## src/rtl/bmsf_pkg.sv

```systemverilog
// ============================================================================
// bmsf_pkg - shared types and constants of the block median sample filter
// Field widths, configuration register indexes and reset values.
// ============================================================================
`default_nettype none

package bmsf_pkg;

    localparam int TIME_W     = 32;
    localparam int SAMPLE_W   = 10;
    localparam int PERIOD_W   = 16;
    localparam int RANK_W     = 4;
    localparam int CFG_IDX_W  = 8;
    localparam int CFG_DATA_W = 16;

    typedef logic signed [SAMPLE_W-1:0] sample_t;
    typedef logic [TIME_W-1:0]          time_t;
    typedef logic [PERIOD_W-1:0]        period_t;
    typedef logic [RANK_W-1:0]          rank_t;
    typedef logic [CFG_IDX_W-1:0]       cfg_idx_t;
    typedef logic [CFG_DATA_W-1:0]      cfg_data_t;

    // Configuration register indexes
    localparam cfg_idx_t REG_SAMPLE_PERIOD = cfg_idx_t'(0);
    localparam cfg_idx_t REG_SELECT_RANK   = cfg_idx_t'(1);

    // Register reset values
    localparam period_t PERIOD_RESET = period_t'(1000);
    localparam rank_t   RANK_RESET   = rank_t'(2);

endpackage : bmsf_pkg

`default_nettype wire

```

## src/rtl/block_median_sample_filter.sv

```systemverilog
// ============================================================================
// block_median_sample_filter - rank-selecting filter over batches of samples
// Gates ticks by a sample period, batches accepted readings in a small
// synchronous memory and picks the sample of a configured rank per batch.
// ============================================================================
// Each tick beat carries the millisecond time and a sensor reading, and every
// tick beat produces exactly one result beat. A reading is taken when the
// wrapping 32-bit time since the last taken sample reaches sample_period_ms;
// it then becomes raw_value and is written into a BATCH_SIZE-entry sample
// memory. When the memory is already full, the taken reading is not stored:
// instead the stored samples are ranked, the one at select_rank (clamped to
// BATCH_SIZE-1) becomes filtered_value, and the batch starts over. Timing:
// the result of a tick that does not close a batch is registered and is
// valid in the cycle after the accept. A tick that closes a batch holds
// its result until the rank search ends: the search walks the candidates in
// turn and, for each, reads the whole batch through the memory's single
// read port, counting smaller and equal samples; it stops at the first
// candidate whose rank window covers select_rank. A new tick is taken in
// the cycle the previous result beat leaves or any time after. The result
// sits in an output register, so a stalled result beat does not hold off
// configuration writes, which are always ready and should only be issued
// while no tick is in flight.
`default_nettype none

module block_median_sample_filter #(
    parameter int BATCH_SIZE = 5
) (
    input  wire logic                clk,
    input  wire logic                rst_n,

    // Tick channel
    input  wire logic                tick_valid,
    output logic                     tick_ready,
    input  wire bmsf_pkg::time_t     time_ms,
    input  wire bmsf_pkg::sample_t   reading,

    // Result channel
    output logic                     result_valid,
    input  wire logic                result_ready,
    output bmsf_pkg::sample_t        filtered_value,
    output bmsf_pkg::sample_t        raw_value,
    output logic                     sample_taken,
    output logic                     batch_done,

    // Configuration write channel
    input  wire logic                cfg_valid,
    output logic                     cfg_ready,
    input  wire bmsf_pkg::cfg_idx_t  cfg_index,
    input  wire bmsf_pkg::cfg_data_t cfg_data
);

    import bmsf_pkg::*;

    localparam int IDX_W = (BATCH_SIZE > 1) ? $clog2(BATCH_SIZE) : 1;
    localparam int CNT_W = $clog2(BATCH_SIZE + 1);

    localparam logic [IDX_W-1:0] LAST_IDX = IDX_W'(BATCH_SIZE - 1);
    localparam logic [CNT_W-1:0] FULL_CNT = CNT_W'(BATCH_SIZE);

    // Sequencer states
    localparam logic [1:0] ST_IDLE  = 2'd0;  // wait for a tick
    localparam logic [1:0] ST_CAND  = 2'd1;  // read the current candidate
    localparam logic [1:0] ST_LATCH = 2'd2;  // capture candidate, start scan
    localparam logic [1:0] ST_SCAN  = 2'd3;  // stream the batch, count ranks

    // ------------------------------------------------------------------
    // Sample memory: one write port, one registered read port
    // ------------------------------------------------------------------
    sample_t             mem [BATCH_SIZE];
    sample_t             rd_data_reg;
    logic                mem_we;
    logic [IDX_W-1:0]    mem_wr_addr;
    logic [IDX_W-1:0]    mem_rd_addr;

    always_ff @(posedge clk)
    begin
        if (mem_we)
        begin
            mem[mem_wr_addr] <= reading;
        end
        rd_data_reg <= mem[mem_rd_addr];
    end

    // ------------------------------------------------------------------
    // State
    // ------------------------------------------------------------------
    logic [1:0]          state_reg,        state_next;
    period_t             period_reg,       period_next;
    rank_t               rank_reg,         rank_next;
    time_t               last_accept_reg,  last_accept_next;
    logic [CNT_W-1:0]    fill_count_reg,   fill_count_next;
    sample_t             filtered_reg,     filtered_next;
    sample_t             raw_reg,          raw_next;

    logic [IDX_W-1:0]    cand_idx_reg,     cand_idx_next;
    sample_t             cand_val_reg,     cand_val_next;
    logic [IDX_W-1:0]    scan_idx_reg,     scan_idx_next;
    logic [CNT_W-1:0]    lt_cnt_reg,       lt_cnt_next;
    logic [CNT_W-1:0]    eq_cnt_reg,       eq_cnt_next;

    logic                result_valid_reg, result_valid_next;
    sample_t             out_filtered_reg, out_filtered_next;
    sample_t             out_raw_reg,      out_raw_next;
    logic                out_taken_reg,    out_taken_next;
    logic                out_done_reg,     out_done_next;

    // ------------------------------------------------------------------
    // Datapath terms
    // ------------------------------------------------------------------
    logic                tick_fire;
    time_t               elapsed;
    logic                sample_ok;
    logic                batch_full;
    logic [IDX_W-1:0]    rank_sel;
    logic [CNT_W-1:0]    rank_cnt;
    logic [CNT_W-1:0]    lt_sum;
    logic [CNT_W-1:0]    eq_sum;
    logic                rank_hit;
    logic                scan_last;
    logic                cand_last;

    assign tick_ready = (state_reg == ST_IDLE) && (!result_valid_reg || result_ready);
    assign tick_fire  = tick_valid && tick_ready;
    assign cfg_ready  = 1'b1;

    // Wrapping difference handles time rollover for free
    assign elapsed    = time_ms - last_accept_reg;
    assign sample_ok  = elapsed >= TIME_W'(period_reg);
    assign batch_full = fill_count_reg == FULL_CNT;

    // Clamp an out-of-range rank to the top of the batch
    assign rank_sel   = (32'(rank_reg) >= BATCH_SIZE) ? LAST_IDX : IDX_W'(rank_reg);
    assign rank_cnt   = CNT_W'(rank_sel);

    // Running counts including the sample arriving this cycle. The candidate
    // sits at positions [lt, lt+eq) of the sorted batch; ties share the value.
    assign lt_sum     = lt_cnt_reg + CNT_W'(rd_data_reg < cand_val_reg);
    assign eq_sum     = eq_cnt_reg + CNT_W'(rd_data_reg == cand_val_reg);
    assign rank_hit   = (lt_sum <= rank_cnt) && (rank_cnt < CNT_W'(lt_sum + eq_sum));
    assign scan_last  = scan_idx_reg == LAST_IDX;
    assign cand_last  = cand_idx_reg == LAST_IDX;

    // ------------------------------------------------------------------
    // Next-state logic
    // ------------------------------------------------------------------
    always_comb
    begin
        state_next        = state_reg;
        period_next       = period_reg;
        rank_next         = rank_reg;
        last_accept_next  = last_accept_reg;
        fill_count_next   = fill_count_reg;
        filtered_next     = filtered_reg;
        raw_next          = raw_reg;
        cand_idx_next     = cand_idx_reg;
        cand_val_next     = cand_val_reg;
        scan_idx_next     = scan_idx_reg;
        lt_cnt_next       = lt_cnt_reg;
        eq_cnt_next       = eq_cnt_reg;
        out_filtered_next = out_filtered_reg;
        out_raw_next      = out_raw_reg;
        out_taken_next    = out_taken_reg;
        out_done_next     = out_done_reg;
        mem_we            = 1'b0;
        mem_wr_addr       = fill_count_reg[IDX_W-1:0];
        mem_rd_addr       = cand_idx_reg;

        // Drop the result once the sink takes it
        result_valid_next = result_valid_reg && !result_ready;

        // Configuration writes; unknown indexes are ignored
        if (cfg_valid && cfg_ready)
        begin
            case (cfg_index)
                REG_SAMPLE_PERIOD: period_next = cfg_data;
                REG_SELECT_RANK:   rank_next   = cfg_data[RANK_W-1:0];
                default:           ;
            endcase
        end

        case (state_reg)
            ST_IDLE:
            begin
                if (tick_fire)
                begin
                    result_valid_next = 1'b1;
                    out_filtered_next = filtered_reg;
                    out_raw_next      = sample_ok ? reading : raw_reg;
                    out_taken_next    = sample_ok;
                    out_done_next     = 1'b0;
                    if (sample_ok)
                    begin
                        last_accept_next = time_ms;
                        raw_next         = reading;
                        if (batch_full)
                        begin
                            // Hold the result until the rank search ends
                            result_valid_next = 1'b0;
                            fill_count_next   = '0;
                            cand_idx_next     = '0;
                            state_next        = ST_CAND;
                        end
                        else
                        begin
                            mem_we          = 1'b1;
                            fill_count_next = fill_count_reg + 1'b1;
                        end
                    end
                end
            end

            ST_CAND:
            begin
                mem_rd_addr = cand_idx_reg;
                state_next  = ST_LATCH;
            end

            ST_LATCH:
            begin
                cand_val_next = rd_data_reg;
                mem_rd_addr   = '0;
                scan_idx_next = '0;
                lt_cnt_next   = '0;
                eq_cnt_next   = '0;
                state_next    = ST_SCAN;
            end

            ST_SCAN:
            begin
                mem_rd_addr   = scan_last ? '0 : scan_idx_reg + 1'b1;
                lt_cnt_next   = lt_sum;
                eq_cnt_next   = eq_sum;
                scan_idx_next = scan_idx_reg + 1'b1;
                if (scan_last)
                begin
                    if (rank_hit || cand_last)
                    begin
                        filtered_next     = cand_val_reg;
                        out_filtered_next = cand_val_reg;
                        out_raw_next      = raw_reg;
                        out_taken_next    = 1'b1;
                        out_done_next     = 1'b1;
                        result_valid_next = 1'b1;
                        state_next        = ST_IDLE;
                    end
                    else
                    begin
                        // Advance to the next candidate
                        cand_idx_next = cand_idx_reg + 1'b1;
                        state_next    = ST_CAND;
                    end
                end
            end

            default:
            begin
                state_next = ST_IDLE;
            end
        endcase
    end

    // ------------------------------------------------------------------
    // Control registers
    // ------------------------------------------------------------------
    always_ff @(posedge clk or negedge rst_n)
    begin
        if (!rst_n)
        begin
            state_reg        <= ST_IDLE;
            period_reg       <= PERIOD_RESET;
            rank_reg         <= RANK_RESET;
            last_accept_reg  <= '0;
            fill_count_reg   <= '0;
            filtered_reg     <= '0;
            raw_reg          <= '0;
            result_valid_reg <= 1'b0;
        end
        else
        begin
            state_reg        <= state_next;
            period_reg       <= period_next;
            rank_reg         <= rank_next;
            last_accept_reg  <= last_accept_next;
            fill_count_reg   <= fill_count_next;
            filtered_reg     <= filtered_next;
            raw_reg          <= raw_next;
            result_valid_reg <= result_valid_next;
        end
    end

    // ------------------------------------------------------------------
    // Payload registers: search scratch and the output stage
    // ------------------------------------------------------------------
    always_ff @(posedge clk)
    begin
        cand_idx_reg     <= cand_idx_next;
        cand_val_reg     <= cand_val_next;
        scan_idx_reg     <= scan_idx_next;
        lt_cnt_reg       <= lt_cnt_next;
        eq_cnt_reg       <= eq_cnt_next;
        out_filtered_reg <= out_filtered_next;
        out_raw_reg      <= out_raw_next;
        out_taken_reg    <= out_taken_next;
        out_done_reg     <= out_done_next;
    end

    assign result_valid   = result_valid_reg;
    assign filtered_value = out_filtered_reg;
    assign raw_value      = out_raw_reg;
    assign sample_taken   = out_taken_reg;
    assign batch_done     = out_done_reg;

endmodule : block_median_sample_filter

`default_nettype wire

```

## config.mk

```make
export PLATFORM = sky130hd
export DESIGN_NAME = block_median_sample_filter
export DESIGN_NICKNAME = d
export VERILOG_FILES = /design/src/rtl/bmsf_pkg.sv /design/src/rtl/block_median_sample_filter.sv
export SDC_FILE = /design/constraint.sdc
export NUM_CORES = 1
export LEC_CHECK = 0
export BUFFER_PORTS_ARGS = -buffer_cell sky130_fd_sc_hd__buf_2
export CELL_PAD_IN_SITES_DETAIL_PLACEMENT = 1
export CELL_PAD_IN_SITES_GLOBAL_PLACEMENT = 2
export CORE_MARGIN = 1.5
export CORE_UTILIZATION = 43
export DETAILED_ROUTE_END_ITERATION = 7
export GPL_ROUTABILITY_DRIVEN = 0
export GPL_TIMING_DRIVEN = 0
export PLACE_DENSITY_LB_ADDON = 0.1
export SYNTH_ARGS = -nofsm -noshare
export SYNTH_HDL_FRONTEND = slang
export SYNTH_SLANG_ARGS = --single-unit
```

## constraint.sdc

```tcl
create_clock -name clk -period 12.6 [get_ports clk]
set_clock_uncertainty 0.15 [all_clocks]
set_input_delay 2.52 -clock clk [delete_from_list [all_inputs] [get_ports clk]]
set_output_delay 2.52 -clock clk [all_outputs]
set_load 0.1 [all_outputs]
```

==> results.ini <==
[status]
status = complete, no violations

[clock_network]
clockRootBuffer = clkbuf_16
tritoncts = built
cts_max_level = 4
worstSkewPairLatency_ns = 0.43
cts_buffers = 17
cts_buffer_depth = 2
cts_setup_buffers = 0
ctsHoldBuffers = 0
clk_pin_slew_ns = 0.07
clkSinkCount = 182
cts_resized = 0

[sta]
postLayoutSetupSlackWorst_ns = 5.031
period_share_pct = 60.08
max_freq_mhz = 132.1
setup_tns_ns = 0
final-setup-viol-count = 0
drv_slew = 0
period_minus_slack_ns = 7.569
finalHoldViolations = 0
relSlewSlack_pct = 22.71
timing.hold.ws_ns = 0.2924
worst_slew_pin_slew_ns = 1.156
rsz0062_at_grt = false

[critical_path]
worstPathArrival_ns = 7.47
crit_buf_inv = 5
crit_path_max_fanout = 10
critical_path_required_ns = 12.50
critical_path.startpoint_type = input pin
path_cells = buf_2 -> inv_1 -> ha_1 -> inv_1 -> fa_1 -> a21o_1 -> a221oi_2 -> o21ai_0 -> a21o_1 -> a21oi_1 -> xnor2_1 -> ha_1 -> o21ai_0 -> nand2b_1 -> a21oi_1 -> a211o_1 -> o2111ai_1 -> nor2_1 -> and4_1 -> buf_6 -> nand3b_4 -> buf_6 -> nor4b_2
end_kind = register
path_class = in2reg
slowest_delay_ns = 0.97
path_delay_family = compound AO/OA/AOI/OAI gates
slowest_stage = nor4b_2

[grt]
antenna_found_initial = 0
gr-total-overflow = 0
grt_max_degree = 52
grt_pass1_wl_um = 38360
track_usage_pct = 20.12
first_global_vias = 7406

[floorplan]
die_y_um = 157.0
coreArea_um2 = 23330
rows = 56
dieArea_um2 = 24630
die_width_um = 157.0
num_io_pins = 96
start_util_pct = 43.68

[route]
drt_iter0_markers = 257
routedWlPerCell_um = 17.15
drc = 0
routed_wl_um = 23490
ant_nets = 0
vias = 7071
vias_per_cell = 5.165
drtPass1Iterations = 4

[layout]
diodes = 0
area_growth_pct = 15.53
multi_input_area_um2 = 4723
design_area_um2 = 11770
ff_latch_area_um2 = 4984
fillCellCount = 2581
fin_nets = 1183
postLayoutCoreUtil_pct = 50.46
largest_reg_flops = 50
layout.cells.non_filler = 1369
drive_gt1_share_pct = 23.24

[power]
p_clk_share_pct = 16.8
combPwrFrac_pct = 54.3
netSwitchingFraction_pct = 45.11
p_leak_nw = 5.299
p_int_mw = 1.825
p_seq_share_pct = 29.0
power_per_cell_area_nw_per_um2 = 282.4
ir_drop_v = 0.0001611
switching_power_mw = 1.500
power_mw = 3.325

[logic_synthesis]
synth-edff-count = 94
synth.distinct_cells = 77
yosysWarnings = 0
netlist_area_um2 = 10190
synthFlopType = edfxtp_1
avgSynthCellArea_um2 = 11.07
syn_nets = 1067
ys_seq_area_share_pct = 48.90
synth_seq_cells = 182
synthArstFlopShare_pct = 42.86
syn-instance-count = 921

[place]
place_ws_ns = 4.500
placed_area_um2 = 11130
portBuffers = 94
dp_hpwl_um = 18020
dp.cells = 1337

[min_path]
min_path_type = reg2reg

[run]
max_cap_violations = 0

[layer usage]
metal  routed length (um)  track usage [%]
met1                10670            24.87
met2                12150            37.04
met4                  194            4.082
met5                    0                0
met3                  467            3.056
[kinds of logic after synthesis]
logic type	after synthesis	synth area share, %
multiplexers	77	9.982
XOR/XNOR	30	2.578
other	1	0.03680
AO/OA/AOI/OAI	197	12.72
flip-flops	182	48.90
AND/OR/NAND/NOR	242	11.37
adder cells (fa/ha/maj)	76	9.380
buffers and inverters	116	5.034
[placed cells by master (no fill, tap or decap), types with 4 or more instances in the layout]
master / count
a211o_1: 4
a211oi_1: 7
a21o_1: 19
a21oi_1: 40
and2_1: 12
and3_1: 5
and4_1: 4
buf_2: 96
buf_4: 4
buf_8: 4
clkbuf_1: 24
clkbuf_16: 17
clkinv_8: 7
dfrtp_1: 71
dfstp_2: 7
dfxtp_1: 10
edfxtp_1: 94
ha_1: 74
inv_1: 79
inv_12: 4
mux2_2: 37
mux2_4: 40
nand2_1: 90
nand2b_1: 5
nand3_1: 23
nand4_1: 9
nor2_1: 57
nor2b_1: 9
nor3_1: 11
o211ai_1: 6
o21a_1: 6
o21ai_0: 67
o221ai_1: 4
o31ai_1: 4
xnor2_1: 13
xor2_1: 17
[final cells by class]
type	count	share of cell area (%)
Buffer	37	1.838
Clock inverter	15	1.838
Multi-Input combinational cell	623	40.12
Clock buffer	17	3.613
Timing Repair Buffer	97	4.357
Inverter	79	2.519
Tap cell	319	3.390
Sequential cell	182	42.33
[synth_stat cells, types with 5 or more instances]
cell type   n  area, um^2
a211oi_1    7       52.55
a21o_1     19       142.6
a21oi_1    40       200.2
and2_1     12       75.07
and3_1      5       31.28
clkbuf_1   24       90.09
dfrtp_1    71        1777
dfstp_2     7       183.9
dfxtp_1    10       200.2
edfxtp_1   94        2823
ha_1       74       925.9
inv_1      79       296.5
mux2_2     37       416.7
mux2_4     40       600.6
nand2_1    90       337.8
nand2b_1    5       31.28
nand3_1    23       115.1
nand4_1     9       56.30
nor2_1     57       214.0
nor2b_1     9       56.30
nor3_1     12       60.06
o211ai_1    6       45.04
o21a_1      6       45.04
o21ai_0    67       335.3
xnor2_1    13       113.9
xor2_1     17       148.9
[final timing paths]
kind	from	to	slack, ns	cells past startpoint
min in group asynchronous	rst_n	period_reg[4]$_DFFE_PN0P_	1.87	1
max in group asynchronous	rst_n	period_reg[9]$_DFFE_PN1P_	9.77	2
max reg2reg	cand_val_reg[1]$_DFFE_PP_	raw_value[0]$_DFFE_PP_	6.23	25
max	time_ms[0]	mem[2][8]$_DFFE_PP_	5.03	23
min reg2reg	rd_data_reg[9]$_DFF_P_	cand_val_reg[9]$_DFFE_PP_	0.29	0
min	rd_data_reg[9]$_DFF_P_	cand_val_reg[9]$_DFFE_PP_	0.29	0
[power by group through the flow]
stage / clock [mW] / combinational, mW / sequential (mW)
CTS: 0.574 / 1.83 / 0.965
detailed placement: 0 / 1.81 / 0.976
finish: 0.558 / 1.80 / 0.963
global placement: 0 / 1.78 / 0.966
floorplan: 0 / 1.17 / 1.19
global route: 0.595 / 2.01 / 0.989
No activity file was read; power rests on OpenSTA's default activity.
